File: config.mk
export PLATFORM = sky130hd
export DESIGN_NAME = key_debounce_long_press_latch
export DESIGN_NICKNAME = d
export VERILOG_FILES = /design/src/rtl/core/kdl_pkg.sv /design/src/rtl/core/kdl_debounce.sv /design/src/rtl/core/kdl_blink.sv /design/src/rtl/core/key_debounce_long_press_latch.sv
export SDC_FILE = /design/constraint.sdc
export NUM_CORES = 1
export LEC_CHECK = 0
export BUFFER_PORTS_ARGS = -buffer_cell sky130_fd_sc_hd__buf_4
export CAP_MARGIN = 5
export CORE_MARGIN = 4
export CORE_UTILIZATION = 30
export DETAILED_ROUTE_END_ITERATION = 7
export GPL_TIMING_DRIVEN = 0
export MAX_ROUTING_LAYER = met4
export PLACE_DENSITY = 0.46
export SETUP_SLACK_MARGIN = 0.3
export SLEW_MARGIN = 5
export SYNTH_ARGS = -nofsm -noshare
export SYNTH_HDL_FRONTEND = slang
export SYNTH_SLANG_ARGS = --single-unit
File: constraint.sdc
create_clock -name clock -period 5.6 [get_ports clock]
set_clock_uncertainty 0.15 [all_clocks]
set_input_delay 0.28 -clock clock [delete_from_list [all_inputs] [get_ports clock]]
set_output_delay 0.28 -clock clock [all_outputs]
set_load 0.1 [all_outputs]
File: src/rtl/core/kdl_pkg.sv
// Types and constants of the key debounce / long-press latch block.
`default_nettype none

package kdl_pkg;

   localparam int unsigned CSR_INDEX_WIDTH  = 2;
   localparam int unsigned CSR_DATA_WIDTH   = 16;
   localparam int unsigned STABLE_WIDTH     = 8;
   localparam int unsigned HOLD_WIDTH       = 12;
   localparam int unsigned PERIOD_CFG_WIDTH = 16;

   localparam logic [STABLE_WIDTH-1:0]     STABLE_RESET = 8'd5;
   localparam logic [HOLD_WIDTH-1:0]       LONG_RESET   = 12'd100;
   localparam logic [PERIOD_CFG_WIDTH-1:0] SLOW_RESET   = 16'd100;
   localparam logic [PERIOD_CFG_WIDTH-1:0] FAST_RESET   = 16'd20;

   typedef enum logic [CSR_INDEX_WIDTH-1:0] {
      CSR_STABLE_COUNT     = 2'd0,
      CSR_LONG_PRESS_COUNT = 2'd1,
      CSR_SLOW_PERIOD      = 2'd2,
      CSR_FAST_PERIOD      = 2'd3
   } csr_index_type;

   typedef enum logic [1:0] {
      PH_WAIT_PRESS   = 2'd0,
      PH_PRESS_DB     = 2'd1,
      PH_WAIT_RELEASE = 2'd2,
      PH_RELEASE_DB   = 2'd3
   } phase_type;

   typedef enum logic [1:0] {
      EV_NONE         = 2'd0,
      EV_PRESS        = 2'd1,
      EV_RELEASE      = 2'd2,
      EV_LONG_RELEASE = 2'd3
   } event_type;

   typedef struct packed {
      logic [STABLE_WIDTH-1:0]     stable_count;
      logic [HOLD_WIDTH-1:0]       long_press_count;
      logic [PERIOD_CFG_WIDTH-1:0] slow_period;
      logic [PERIOD_CFG_WIDTH-1:0] fast_period;
   } cfg_type;

   // Next values of the pin-side outputs, loaded into the result register.
   typedef struct packed {
      logic led_level;
      logic power_hold;
      logic fast_mode;
   } pin_type;

endpackage

`default_nettype wire

File: src/rtl/core/kdl_debounce.sv
// Four-phase button debouncer with hold counter and long-press flag.
`default_nettype none

module kdl_debounce (
   input  wire logic             clock,
   input  wire logic             reset,
   input  wire logic             step,
   input  wire logic             pressed,
   input  kdl_pkg::cfg_type      cfg,
   output kdl_pkg::event_type    event_in
);

   kdl_pkg::phase_type                  phase_ff, phase_in;
   logic [kdl_pkg::STABLE_WIDTH-1:0]    dbc_ff, dbc_in, dbc_bump;
   logic [kdl_pkg::HOLD_WIDTH-1:0]      hold_ff, hold_in, hold_bump;
   logic                                long_ff, long_in;

   // saturating bumps
   assign dbc_bump  = (dbc_ff != '1) ? dbc_ff + 8'd1 : dbc_ff;
   assign hold_bump = (hold_ff < cfg.long_press_count) ? hold_ff + 12'd1 : hold_ff;

   always_ff @(posedge clock) begin
      if (reset) begin
         phase_ff <= kdl_pkg::PH_WAIT_PRESS;
         dbc_ff   <= '0;
         hold_ff  <= '0;
         long_ff  <= 1'b0;
      end else if (step) begin
         phase_ff <= phase_in;
         dbc_ff   <= dbc_in;
         hold_ff  <= hold_in;
         long_ff  <= long_in;
      end
   end

   always_comb begin
      phase_in = phase_ff;
      dbc_in   = dbc_ff;
      hold_in  = hold_ff;
      long_in  = long_ff;
      event_in = kdl_pkg::EV_NONE;
      case (phase_ff)
         kdl_pkg::PH_WAIT_PRESS: begin
            if (pressed) begin
               dbc_in   = '0;
               phase_in = kdl_pkg::PH_PRESS_DB;
            end
         end
         kdl_pkg::PH_PRESS_DB: begin
            dbc_in = dbc_bump;
            if (pressed) begin
               if (dbc_bump >= cfg.stable_count) begin
                  event_in = kdl_pkg::EV_PRESS;
                  hold_in  = '0;
                  long_in  = 1'b0;
                  phase_in = kdl_pkg::PH_WAIT_RELEASE;
               end
            end else begin
               phase_in = kdl_pkg::PH_WAIT_PRESS;
            end
         end
         kdl_pkg::PH_WAIT_RELEASE: begin
            hold_in = hold_bump;
            if (!pressed) begin
               if (hold_bump >= cfg.long_press_count) begin
                  long_in = 1'b1;
               end
               dbc_in   = '0;
               phase_in = kdl_pkg::PH_RELEASE_DB;
            end
         end
         kdl_pkg::PH_RELEASE_DB: begin
            dbc_in = dbc_bump;
            if (!pressed) begin
               if (dbc_bump >= cfg.stable_count) begin
                  event_in = long_ff ? kdl_pkg::EV_LONG_RELEASE : kdl_pkg::EV_RELEASE;
                  phase_in = kdl_pkg::PH_WAIT_PRESS;
               end
            end else begin
               // bounce: back to waiting, hold count and flag kept
               phase_in = kdl_pkg::PH_WAIT_RELEASE;
            end
         end
         default: begin
            phase_in = kdl_pkg::PH_WAIT_PRESS;
         end
      endcase
   end

endmodule

`default_nettype wire

File: src/rtl/core/kdl_blink.sv
// Blink timer, LED pin levels, fast/slow select and power latch.
`default_nettype none

module kdl_blink #(
   parameter int unsigned PERIOD_WIDTH = 16
) (
   input  wire logic           clock,
   input  wire logic           reset,
   input  wire logic           step,
   input  kdl_pkg::event_type  event_in,
   input  kdl_pkg::cfg_type    cfg,
   output kdl_pkg::pin_type    pin_in
);

   localparam int unsigned CMP_WIDTH =
      (PERIOD_WIDTH > kdl_pkg::PERIOD_CFG_WIDTH) ? PERIOD_WIDTH : kdl_pkg::PERIOD_CFG_WIDTH;

   logic [PERIOD_WIDTH-1:0]              bc_ff, bc_in, bc_bump;
   logic [kdl_pkg::PERIOD_CFG_WIDTH-1:0] period;
   logic                                 fast_ff, fast_in;
   logic                                 pin_ff, pin_lvl_in;
   logic                                 nxt_ff, nxt_in;
   logic                                 pwr_ff, pwr_in;
   logic                                 wrap;

   assign period  = fast_ff ? cfg.fast_period : cfg.slow_period;
   assign bc_bump = (bc_ff != '1) ? bc_ff + PERIOD_WIDTH'(1) : bc_ff;
   assign wrap    = (CMP_WIDTH'(bc_bump) >= CMP_WIDTH'(period)) || (bc_bump == '1);

   always_ff @(posedge clock) begin
      if (reset) begin
         bc_ff   <= '0;
         fast_ff <= 1'b0;
         pin_ff  <= 1'b0;
         nxt_ff  <= 1'b0;
         pwr_ff  <= 1'b1;
      end else if (step) begin
         bc_ff   <= bc_in;
         fast_ff <= fast_in;
         pin_ff  <= pin_lvl_in;
         nxt_ff  <= nxt_in;
         pwr_ff  <= pwr_in;
      end
   end

   always_comb begin
      bc_in      = bc_bump;
      fast_in    = fast_ff;
      pin_lvl_in = pin_ff;
      nxt_in     = nxt_ff;
      pwr_in     = pwr_ff;
      if (event_in == kdl_pkg::EV_RELEASE) begin
         // short release: swap rate, restart timer, no LED update
         fast_in = ~fast_ff;
         bc_in   = '0;
      end else begin
         if (event_in == kdl_pkg::EV_LONG_RELEASE) begin
            pwr_in = 1'b0;
         end
         if (wrap) begin
            bc_in      = '0;
            pin_lvl_in = nxt_ff;
            nxt_in     = ~nxt_ff;
         end
      end
      pin_in.led_level  = pin_lvl_in;
      pin_in.power_hold = pwr_in;
      pin_in.fast_mode  = fast_in;
   end

endmodule

`default_nettype wire

File: src/rtl/core/key_debounce_long_press_latch.sv
// Top level of the key debounce / long-press latch block.
// Usage:
//  - req channel: one word per button sample tick, req_pressed = 1 when pressed.
//  - rsp channel: one word per sample: event code (none, press, short release,
//    long-press release), LED pin level, power-hold level and fast-mode flag.
//  - csr channel: register writes (stable count, long-press count, slow and
//    fast blink periods); always ready, write only while the block is idle.
//  - A sample accepted at a clock edge loads the rsp register at that edge; its
//    word can be taken in the next cycle at the earliest.
//  - Throughput: one sample per cycle unless rsp stalls; the state update is one
//    pass of counters and compares from the state registers to the rsp register.
//  - Stall: the rsp register holds its word while rsp_ready is low; a new
//    sample is taken in the same cycle the held word leaves, so req_ready
//    is low only while a word waits and rsp_ready is low.
//  - Reset: debouncer waits for a press, counters clear, slow blink, LED low,
//    power latch held, config registers go to their defaults, rsp empty.
//  - After a long-press release power_hold stays low until reset.
`default_nettype none

module key_debounce_long_press_latch #(
   parameter int unsigned PERIOD_WIDTH = 16
) (
   input  wire logic                                 clock,
   input  wire logic                                 reset,
   // sample input
   input  wire logic                                 req_valid,
   output logic                                      req_ready,
   input  wire logic                                 req_pressed,
   // result output
   output logic                                      rsp_valid,
   input  wire logic                                 rsp_ready,
   output logic [1:0]                                rsp_btn_event,
   output logic                                      rsp_led_level,
   output logic                                      rsp_power_hold,
   output logic                                      rsp_fast_mode,
   // config writes
   input  wire logic                                 csr_valid,
   output logic                                      csr_ready,
   input  wire logic [kdl_pkg::CSR_INDEX_WIDTH-1:0]  csr_index,
   input  wire logic [kdl_pkg::CSR_DATA_WIDTH-1:0]   csr_wdata
);

   kdl_pkg::cfg_type    cfg_ff;
   kdl_pkg::event_type  event_in;
   kdl_pkg::pin_type    pin_in;
   logic                step;
   logic                rsp_valid_ff, rsp_valid_in;
   logic [1:0]          rsp_event_ff;
   kdl_pkg::pin_type    rsp_pin_ff;

   // accept a sample whenever the rsp register is empty or draining
   assign req_ready = !rsp_valid_ff || rsp_ready;
   assign step      = req_valid && req_ready;
   assign csr_ready = 1'b1;

   // config registers
   always_ff @(posedge clock) begin
      if (reset) begin
         cfg_ff.stable_count     <= kdl_pkg::STABLE_RESET;
         cfg_ff.long_press_count <= kdl_pkg::LONG_RESET;
         cfg_ff.slow_period      <= kdl_pkg::SLOW_RESET;
         cfg_ff.fast_period      <= kdl_pkg::FAST_RESET;
      end else if (csr_valid && csr_ready) begin
         case (kdl_pkg::csr_index_type'(csr_index))
            kdl_pkg::CSR_STABLE_COUNT:
               cfg_ff.stable_count <= csr_wdata[kdl_pkg::STABLE_WIDTH-1:0];
            kdl_pkg::CSR_LONG_PRESS_COUNT:
               cfg_ff.long_press_count <= csr_wdata[kdl_pkg::HOLD_WIDTH-1:0];
            kdl_pkg::CSR_SLOW_PERIOD:
               cfg_ff.slow_period <= csr_wdata[kdl_pkg::PERIOD_CFG_WIDTH-1:0];
            kdl_pkg::CSR_FAST_PERIOD:
               cfg_ff.fast_period <= csr_wdata[kdl_pkg::PERIOD_CFG_WIDTH-1:0];
            default: begin
            end
         endcase
      end
   end

   kdl_debounce u_debounce (
      .clock    (clock),
      .reset    (reset),
      .step     (step),
      .pressed  (req_pressed),
      .cfg      (cfg_ff),
      .event_in (event_in)
   );

   kdl_blink #(
      .PERIOD_WIDTH (PERIOD_WIDTH)
   ) u_blink (
      .clock    (clock),
      .reset    (reset),
      .step     (step),
      .event_in (event_in),
      .cfg      (cfg_ff),
      .pin_in   (pin_in)
   );

   // rsp register: valid tracks words in flight, payload loads on accept
   assign rsp_valid_in = step || (rsp_valid_ff && !rsp_ready);

   always_ff @(posedge clock) begin
      if (reset) begin
         rsp_valid_ff <= 1'b0;
      end else begin
         rsp_valid_ff <= rsp_valid_in;
      end
   end

   always_ff @(posedge clock) begin
      if (step) begin
         rsp_event_ff <= event_in;
         rsp_pin_ff   <= pin_in;
      end
   end

   assign rsp_valid      = rsp_valid_ff;
   assign rsp_btn_event  = rsp_event_ff;
   assign rsp_led_level  = rsp_pin_ff.led_level;
   assign rsp_power_hold = rsp_pin_ff.power_hold;
   assign rsp_fast_mode  = rsp_pin_ff.fast_mode;

endmodule

`default_nettype wire

=== Word-level counts from Yosys, hierarchy flattened ===
Index checks and enable logic that the tools add are counted.

* Bits of input ports: 24
* Register bits after elaboration: 101
* Logic and storage cells: 101

* $lt $le $gt $ge: 4
* Add/subtract/negate cells: 3
* Reduce and logical (&&, ||, !) cells: 20
* Multiplexer cells: 35
* Equal/unequal tests: 18
* Bitwise operators: 3

{| class="wikitable"
|+ Operators with widths
! cell !! number
|-
| 2-to-1 mux 16 bit || 4
|-
| 2-to-1 mux 12 bit || 3
|-
| 2-to-1 mux 8 bit || 3
|-
| case mux 12 bit (2 select lines) || 1
|-
| case mux 8 bit (3 select lines) || 1
|-
| 2-to-1 mux 2 bit || 9
|-
| adder 16 x 1 -> 16 bit, second input constant || 1
|-
| equality test 16 bit, second input constant || 1
|-
| >= comparator 16 bit || 1
|-
| != test 16 bit, second input constant || 1
|-
| adder 12 x 1 -> 12 bit, second input constant || 1
|-
| equality test 2 bit, second input constant || 6
|-
| >= comparator 12 bit || 1
|-
| < comparator 12 bit || 1
|-
| 2-to-1 mux 1 bit || 11
|-
| adder 8 x 1 -> 8 bit, second input constant || 1
|-
| >= comparator 8 bit || 1
|-
| != test 8 bit, second input constant || 1
|-
| case mux 2 bit (4 select lines) || 1
|-
| AND reduction 2 bit || 4
|-
| != test 2 bit, second input constant || 3
|-
| != test 3 x 2 -> 1 bit, second input constant || 2
|-
| AND reduction 3 bit || 2
|-
| AND reduction 6 bit || 1
|-
| other kinds (13) || 22
|}

=== Longest topological paths before layout ===
* Word-level depth: 9
* Mapped depth: 17

=== Hierarchy ===
Synthesis repeated with hierarchy kept, for this count alone.

* Cell total of the unflattened synthesis: 726
* Area, all modules: 6,387.4 um2

{| class="wikitable"
|+ Modules (own cells, without submodules)
! module !! area each (um2) !! cells each !! instances
|-
| key_debounce_long_press_latch || 2,296.0 || 210 || 1
|-
| kdl_debounce || 2,188.3 || 286 || 1
|-
| kdl_blink || 1,903.1 || 230 || 1
|}

=== Worst setup path after synthesis ===
OpenSTA, ideal clock, no wires.

* Kind: reg2reg
* Start point: register u_blink.bc_ff[0]
* End point: register rsp_pin_ff (netlist bit rsp_led_level), data pin
* Library setup time: 0.262 ns
* Arrival time: 3.855 ns
* Clock period less this slack: 4.267 ns
* Cell stages (with the launch flop): 15
* Path buffers: 1
* Required time: 5.188 ns
* Setup slack: 1.333 ns
* Cell sequence: dfxtp_1 ha_1 clkbuf_2 nand4_2 or3_1 and4_1 or2_2 ha_1 a21o_1 a21oi_1 a2bb2oi_1 a21oi_1 a2111oi_1 a21oi_1 mux2_1

* Longest elaborated chain between the ends: 6
* Elaborated cells on any way between the ends: 8
* Classes of those cells: 1 x add/sub; 1 x order compare; 2 x eq/ne; 3 x mux; 1 x reduce/logical

{| class="wikitable"
|+ Ends and longest elaborated chain
! element !! line !! text
|-
| from (decl) || kdl_blink.sv:18 || <nowiki>logic [PERIOD_WIDTH-1:0] bc_ff, bc_in, bc_bump;</nowiki>
|-
| from (signal assigned) || kdl_blink.sv:38 || <nowiki>bc_ff <= bc_in;</nowiki>
|-
| adder 16 x 1 -> 16 bit or != test 16 bit (tied branches) || kdl_blink.sv:27 || <nowiki>assign bc_bump = (bc_ff != '1) ? bc_ff + PERIOD_WIDTH'(1) : bc_ff;</nowiki>
|-
| 2-to-1 mux 16 bit (*) || kdl_blink.sv:27 ||
|-
| >= comparator 16 bit or equality test 16 bit (tied branches) || kdl_blink.sv:28 || <nowiki>assign wrap = (CMP_WIDTH'(bc_bump) >= CMP_WIDTH'(period)) || (bc_bump == '1);</nowiki>
|-
| logical OR 1 bit (*) || kdl_blink.sv:28 ||
|-
| 2-to-1 mux 1 bit (*) || kdl_blink.sv:60 || <nowiki>if (wrap) begin</nowiki>
|-
| 2-to-1 mux 1 bit (*) || kdl_blink.sv:52 || <nowiki>if (event_in == kdl_pkg::EV_RELEASE) begin</nowiki>
|-
| named net u_blink.pin_lvl_in || kdl_blink.sv:21 || <nowiki>logic pin_ff, pin_lvl_in;</nowiki>
|-
| to (signal assigned) || key_debounce_long_press_latch.sv:113 || <nowiki>rsp_pin_ff <= pin_in;</nowiki>
|-
| to (decl) || key_debounce_long_press_latch.sv:49 || <nowiki>kdl_pkg::pin_type rsp_pin_ff;</nowiki>
|}

Mark *: on every way through the listed nets, which the timed path passes. The rest lies on a longest branch.
A chain may end at the register's enable or synchronous reset.

=== Final worst setup path ===
* Start point: register u_blink.bc_ff[0]
* End point: register u_blink.bc_ff[3]

* Longest elaborated chain between the ends: 6
* Elaborated cells on any way between the ends: 8
* Classes of those cells: 1 x add/sub; 1 x order compare; 2 x eq/ne; 3 x mux; 1 x reduce/logical

{| class="wikitable"
|+ Ends and longest elaborated chain
! element !! line
|-
| adder 16 x 1 -> 16 bit or != test 16 bit (tied branches) || kdl_blink.sv:27
|-
| 2-to-1 mux 16 bit (*) || kdl_blink.sv:27
|-
| >= comparator 16 bit or equality test 16 bit (tied branches) || kdl_blink.sv:28
|-
| logical OR 1 bit || kdl_blink.sv:28
|-
| 2-to-1 mux 16 bit (*) || kdl_blink.sv:60
|-
| 2-to-1 mux 16 bit (*) || kdl_blink.sv:52
|}

Every way passes the cells marked *; elsewhere a longest branch is shown, timed or not.

==> implementation parameters <==
Parameter                              Value

Power
  Total Power Consumption    approximately 1600 µW
  Internal power    about 1200 µW
  Sequential share of power    between 40 and 50%
  Clock share of power    between 40% and 50%
  Switching share of power    between 20% and 30%
  Leakage power total    0.00265 µW
  Worst vdd ir    approximately 0.13 mV
  Power density over cell area    between 200 and 250 nW/µm²
  Relative contribution of combinational cells to total power    a little under a tenth
  Net switching power    ~400 µW

Clock network
  Clock latency of the later-clocked register in the worst-skew pair    approximately 0.35 ns
  Number of resized instances in the post-cts repair step    0
  CTS tree    yes
  Clock root buffer    clkbuf_16
  Setup bufs post-CTS    0
  Cts-stage hold buffer count    0
  Number of clock sinks    about 100
  Clock-pin slew of the registers on the worst-case setup and hold paths    approximately 0.07 ns
  Number of buffers inserted during clock tree synthesis    9
  H-Tree Level Count    3
  Maximum buffer depth of the clock tree    2

Route
  Remaining number of nets flagged by the antenna check after routing    0
  Total length of routed wires    approximately 16 mm
  Drt first-iter violations    around 230
  Via count    around 5200
  Vias per std cell    between 5 and 6
  Total DRC errors in the routed layout    0
  First-pass iteration count of the detailed router    5
  Wire length per cell    between 15 and 20 µm

Placement
  GP Congestion    ~0.84
  Detailed placer's ending HPWL    ~12 mm
  Placement-stage cell area    6490 µm²
  Total of buffers placed on input and output ports    30

Global route
  All-Layer GR Usage    15.1%
  Pin count of the biggest net entering global routing    17
  Global-route wire length before repair    ~26 mm
  Via count of the first global-routing pass    a little over 5000
  Overflow after GRT    0
  Initial antenna violation count    0

Critical path
  Crit-path cells    ha_1, clkbuf_2, nand4_2, or3_1, and4_1, or2_2, ha_1, a21o_1, a21oi_1, a2bb2oi_1, a21oi_1, a2111oi_2, and3_4, buf_6, buf_6, a22o_1
  Maximum fanout count along the critical path    10
  CP required    around 5.7 ns
  Classification of the worst setup path    reg2reg
  Data arrival time of the critical path    roughly 4.8 ns
  FF-to-FF setup slack    0.98 ns
  Crit-path max cell delay    ~0.7 ns
  Max stage delay cell, worst path    a2111oi_2
  Critical path capture point type    flip-flop
  Kind of start point of the critical path    flip-flop
  CP top delay family    simple AND/OR/NAND/NOR gates
  Worst path buffer plus inverter count    3

Synthesis
  Cell area after technology mapping    about 6000 µm²
  Mapped Avg Cell Area    ~8.3 µm²
  Count of unique library cells instantiated by Yosys    65
  Syn nets    793
  Count of synthesis-stage warnings from yosys    0
  Sequential element share of the synthesized area    34.9%
  Synthesized flop and latch total    approximately 100
  Primary FF master, synth    dfxtp_1
  EDFF count, synth    5
  Syn Inst Count    between 700 and 800
  Proportion of register bits with asynchronous set or reset after synthesis    0%

Hold path
  Path type of the worst min-delay path    in2reg

Die
  Core Region    19500 µm²
  Height of the die    roughly 150 µm
  Initial standard-cell utilization of the core    a little under a third
  Horizontal die dimension    roughly 150 µm
  Die ar.    around 22000 µm²
  Count of standard-cell rows    51
  Number of top-level pins    32

Cells and area
  Filler Cells Inserted    between 2000 and 2500
  Number of antenna cells inserted    0
  Area Growth Syn to Fin    14.8%
  Share of cells above drive strength 1    a little under a tenth
  Net count reported at finish    between 800 and 900
  Final std cell area, no fill    between 6000 and 7000 µm²

Timing
  Worst-Margin Slew    between 1 and 1.5 ns
  Final worst hold slack    0.0287 ns
  Fmax    around 220 MHz
  Total Neg Setup Slack    0 ns
  Unrepaired setup endpoints after global routing    false
  Shortest clock period the worst path allows after layout    roughly 4.6 ns
  Setup-violating endpoint count in the final report    0
  Final hold violation count    0
  Share of the clock period used by the worst path after layout    82.5%
  Slew HR    around a quarter
  Final slew viol count    0

Job
  Max cap viols    0

Outcome
  Outcome    finished clean
layout by cell type, fill, tap and decap left out, types with 17 or more instances in the layout:
cell type	Yosys	final
nor2_1	56	56
dfxtp_1	96	96
buf_4	1	31
nand2_1	127	127
inv_1	29	29
clkbuf_1	25	26
a21o_1	17	17
a21oi_1	57	57
ha_1	50	50
a31oi_1	19	19
xnor2_1	17	17
mux2i_1	20	20
synthesized netlist by cell type (3+ instances only):
| cell type | count | area [µm²] |
|---|---|---|
| or3_1 | 5 | 31.3 |
| or2_2 | 5 | 31.3 |
| buf_2 | 6 | 30.0 |
| clkbuf_1 | 25 | 93.8 |
| and3_1 | 6 | 37.5 |
| ha_1 | 50 | 626 |
| nand2_1 | 127 | 477 |
| nand2b_1 | 11 | 68.8 |
| edfxtp_1 | 5 | 150 |
| nand3b_1 | 8 | 60.1 |
| mux2i_1 | 20 | 200 |
| nor2_1 | 56 | 210 |
| nand4_1 | 13 | 81.3 |
| a31oi_1 | 19 | 119 |
| o31a_1 | 3 | 26.3 |
| a211oi_1 | 5 | 37.5 |
| a21o_1 | 17 | 128 |
| o21ai_0 | 6 | 30.0 |
| o31ai_1 | 4 | 30.0 |
| a21oi_1 | 57 | 285 |
| dfxtp_1 | 96 | 1920 |
| a22o_1 | 15 | 131 |
| nand3_1 | 14 | 70.1 |
| inv_1 | 29 | 109 |
| a22oi_1 | 8 | 60.1 |
| xor2_1 | 6 | 52.6 |
| o21a_1 | 7 | 52.6 |
| o2111ai_1 | 3 | 26.3 |
| or4_1 | 3 | 22.5 |
| and4_1 | 3 | 26.3 |
| o21ai_1 | 3 | 15.0 |
| a211o_1 | 6 | 52.6 |
| buf_1 | 5 | 18.8 |
| o211ai_1 | 5 | 37.5 |
| mux2_2 | 4 | 45.0 |
| nor3_1 | 11 | 55.1 |
| nor4_2 | 3 | 37.5 |
| xnor2_1 | 17 | 149 |
metrics by stage:
step / std cells / worst slack, ns / util, %
4_1_cts: 1030 / 0.553 / 35.0
5_1_grt: 1030 / 0.547 / 35.0
3_5_place_dp: 1014 / 0.564 / 33.3
2_1_floorplan: 719 / 1.33 / -
6_report: 1030 / 0.982 / 35.0
3_3_place_gp: 1014 / 0.569 / 33.3
power groups by stage:
stage | sequential [µW] | combinational (µW) | clock [µW]
after floorplan | 778 | 83.7 | 0
after global placement | 768 | 146 | 0
after detailed placement | 768 | 149 | 0
after CTS | 751 | 150 | 703
after global routing | 753 | 166 | 735
final | 751 | 149 | 684
worst reg2reg max path, cell delays in order (launching register included):
cell and delay (ns):
dfxtp_1 0.47, ha_1 0.19, clkbuf_2 0.18, nand4_2 0.23, or3_1 0.45, and4_1 0.22, or2_2 0.31, ha_1 0.32
a21o_1 0.18, a21oi_1 0.14, a2bb2oi_1 0.18, a21oi_1 0.11, a2111oi_2 0.70, and3_4 0.33, buf_6 0.11, buf_6 0.14
a22o_1 0.14
registers in the layout (all words and copies together) (netlist names), 2 cells and up, named ones only:
signal	flops
cfg_ff	52
u_blink.bc_ff	16
u_debounce.hold_ff	12
u_debounce.dbc_ff	8
rsp_btn_event	2
logic make-up (layout without fill, tap and decap cells):
group           after synthesis  in the layout  synth area share (%)
xor+xnor                     23             23                  3.40
buf+inv                      70            116                  4.89
mux                          25             25                  4.32
flops                       101            101                  34.9
simple gates                275            275                  22.0
compound gates              174            174                  19.9
fa+ha+maj                    50             50                  10.5
other cells                   1              1                0.0632
per-layer routing:
layer / GRT usage [%] / vias to the layer above / share of wire [%]
li1: - / 2641 / -
met1: 18.9 / 2492 / 47
met2: 25.2 / 90 / 49
met3: 3.17 / 13 / 2.7
met4: 3.56 / 0 / 0.99
met5: - / - / 0
worst paths after layout:
check | to | cells after the start | start
max | u_blink.bc_ff[3]$_SDFFE_PP0P_ | 16 | u_blink.bc_ff[0]$_SDFFE_PP0P_
min | rsp_valid$_SDFF_PP0_ | 3 | req_valid
max reg2reg | u_blink.bc_ff[3]$_SDFFE_PP0P_ | 16 | u_blink.bc_ff[0]$_SDFFE_PP0P_
min reg2reg | cfg_ff[20]$_SDFFE_PP0P_ | 2 | cfg_ff[20]$_SDFFE_PP0P_
cell type report:
class	count	area (µm²)	share of cell area (%)
Buffer	40	178	2.61
Multi-Input combinational cell	548	3570	52.5
Timing Repair Buffer	30	225	3.31
Sequential cell	101	2070	30.4
Clock inverter	6	87.6	1.29
Inverter	30	113	1.65
Clock buffer	10	229	3.36
Tap cell	265	332	4.87
(Power assumes the default switching activity.)
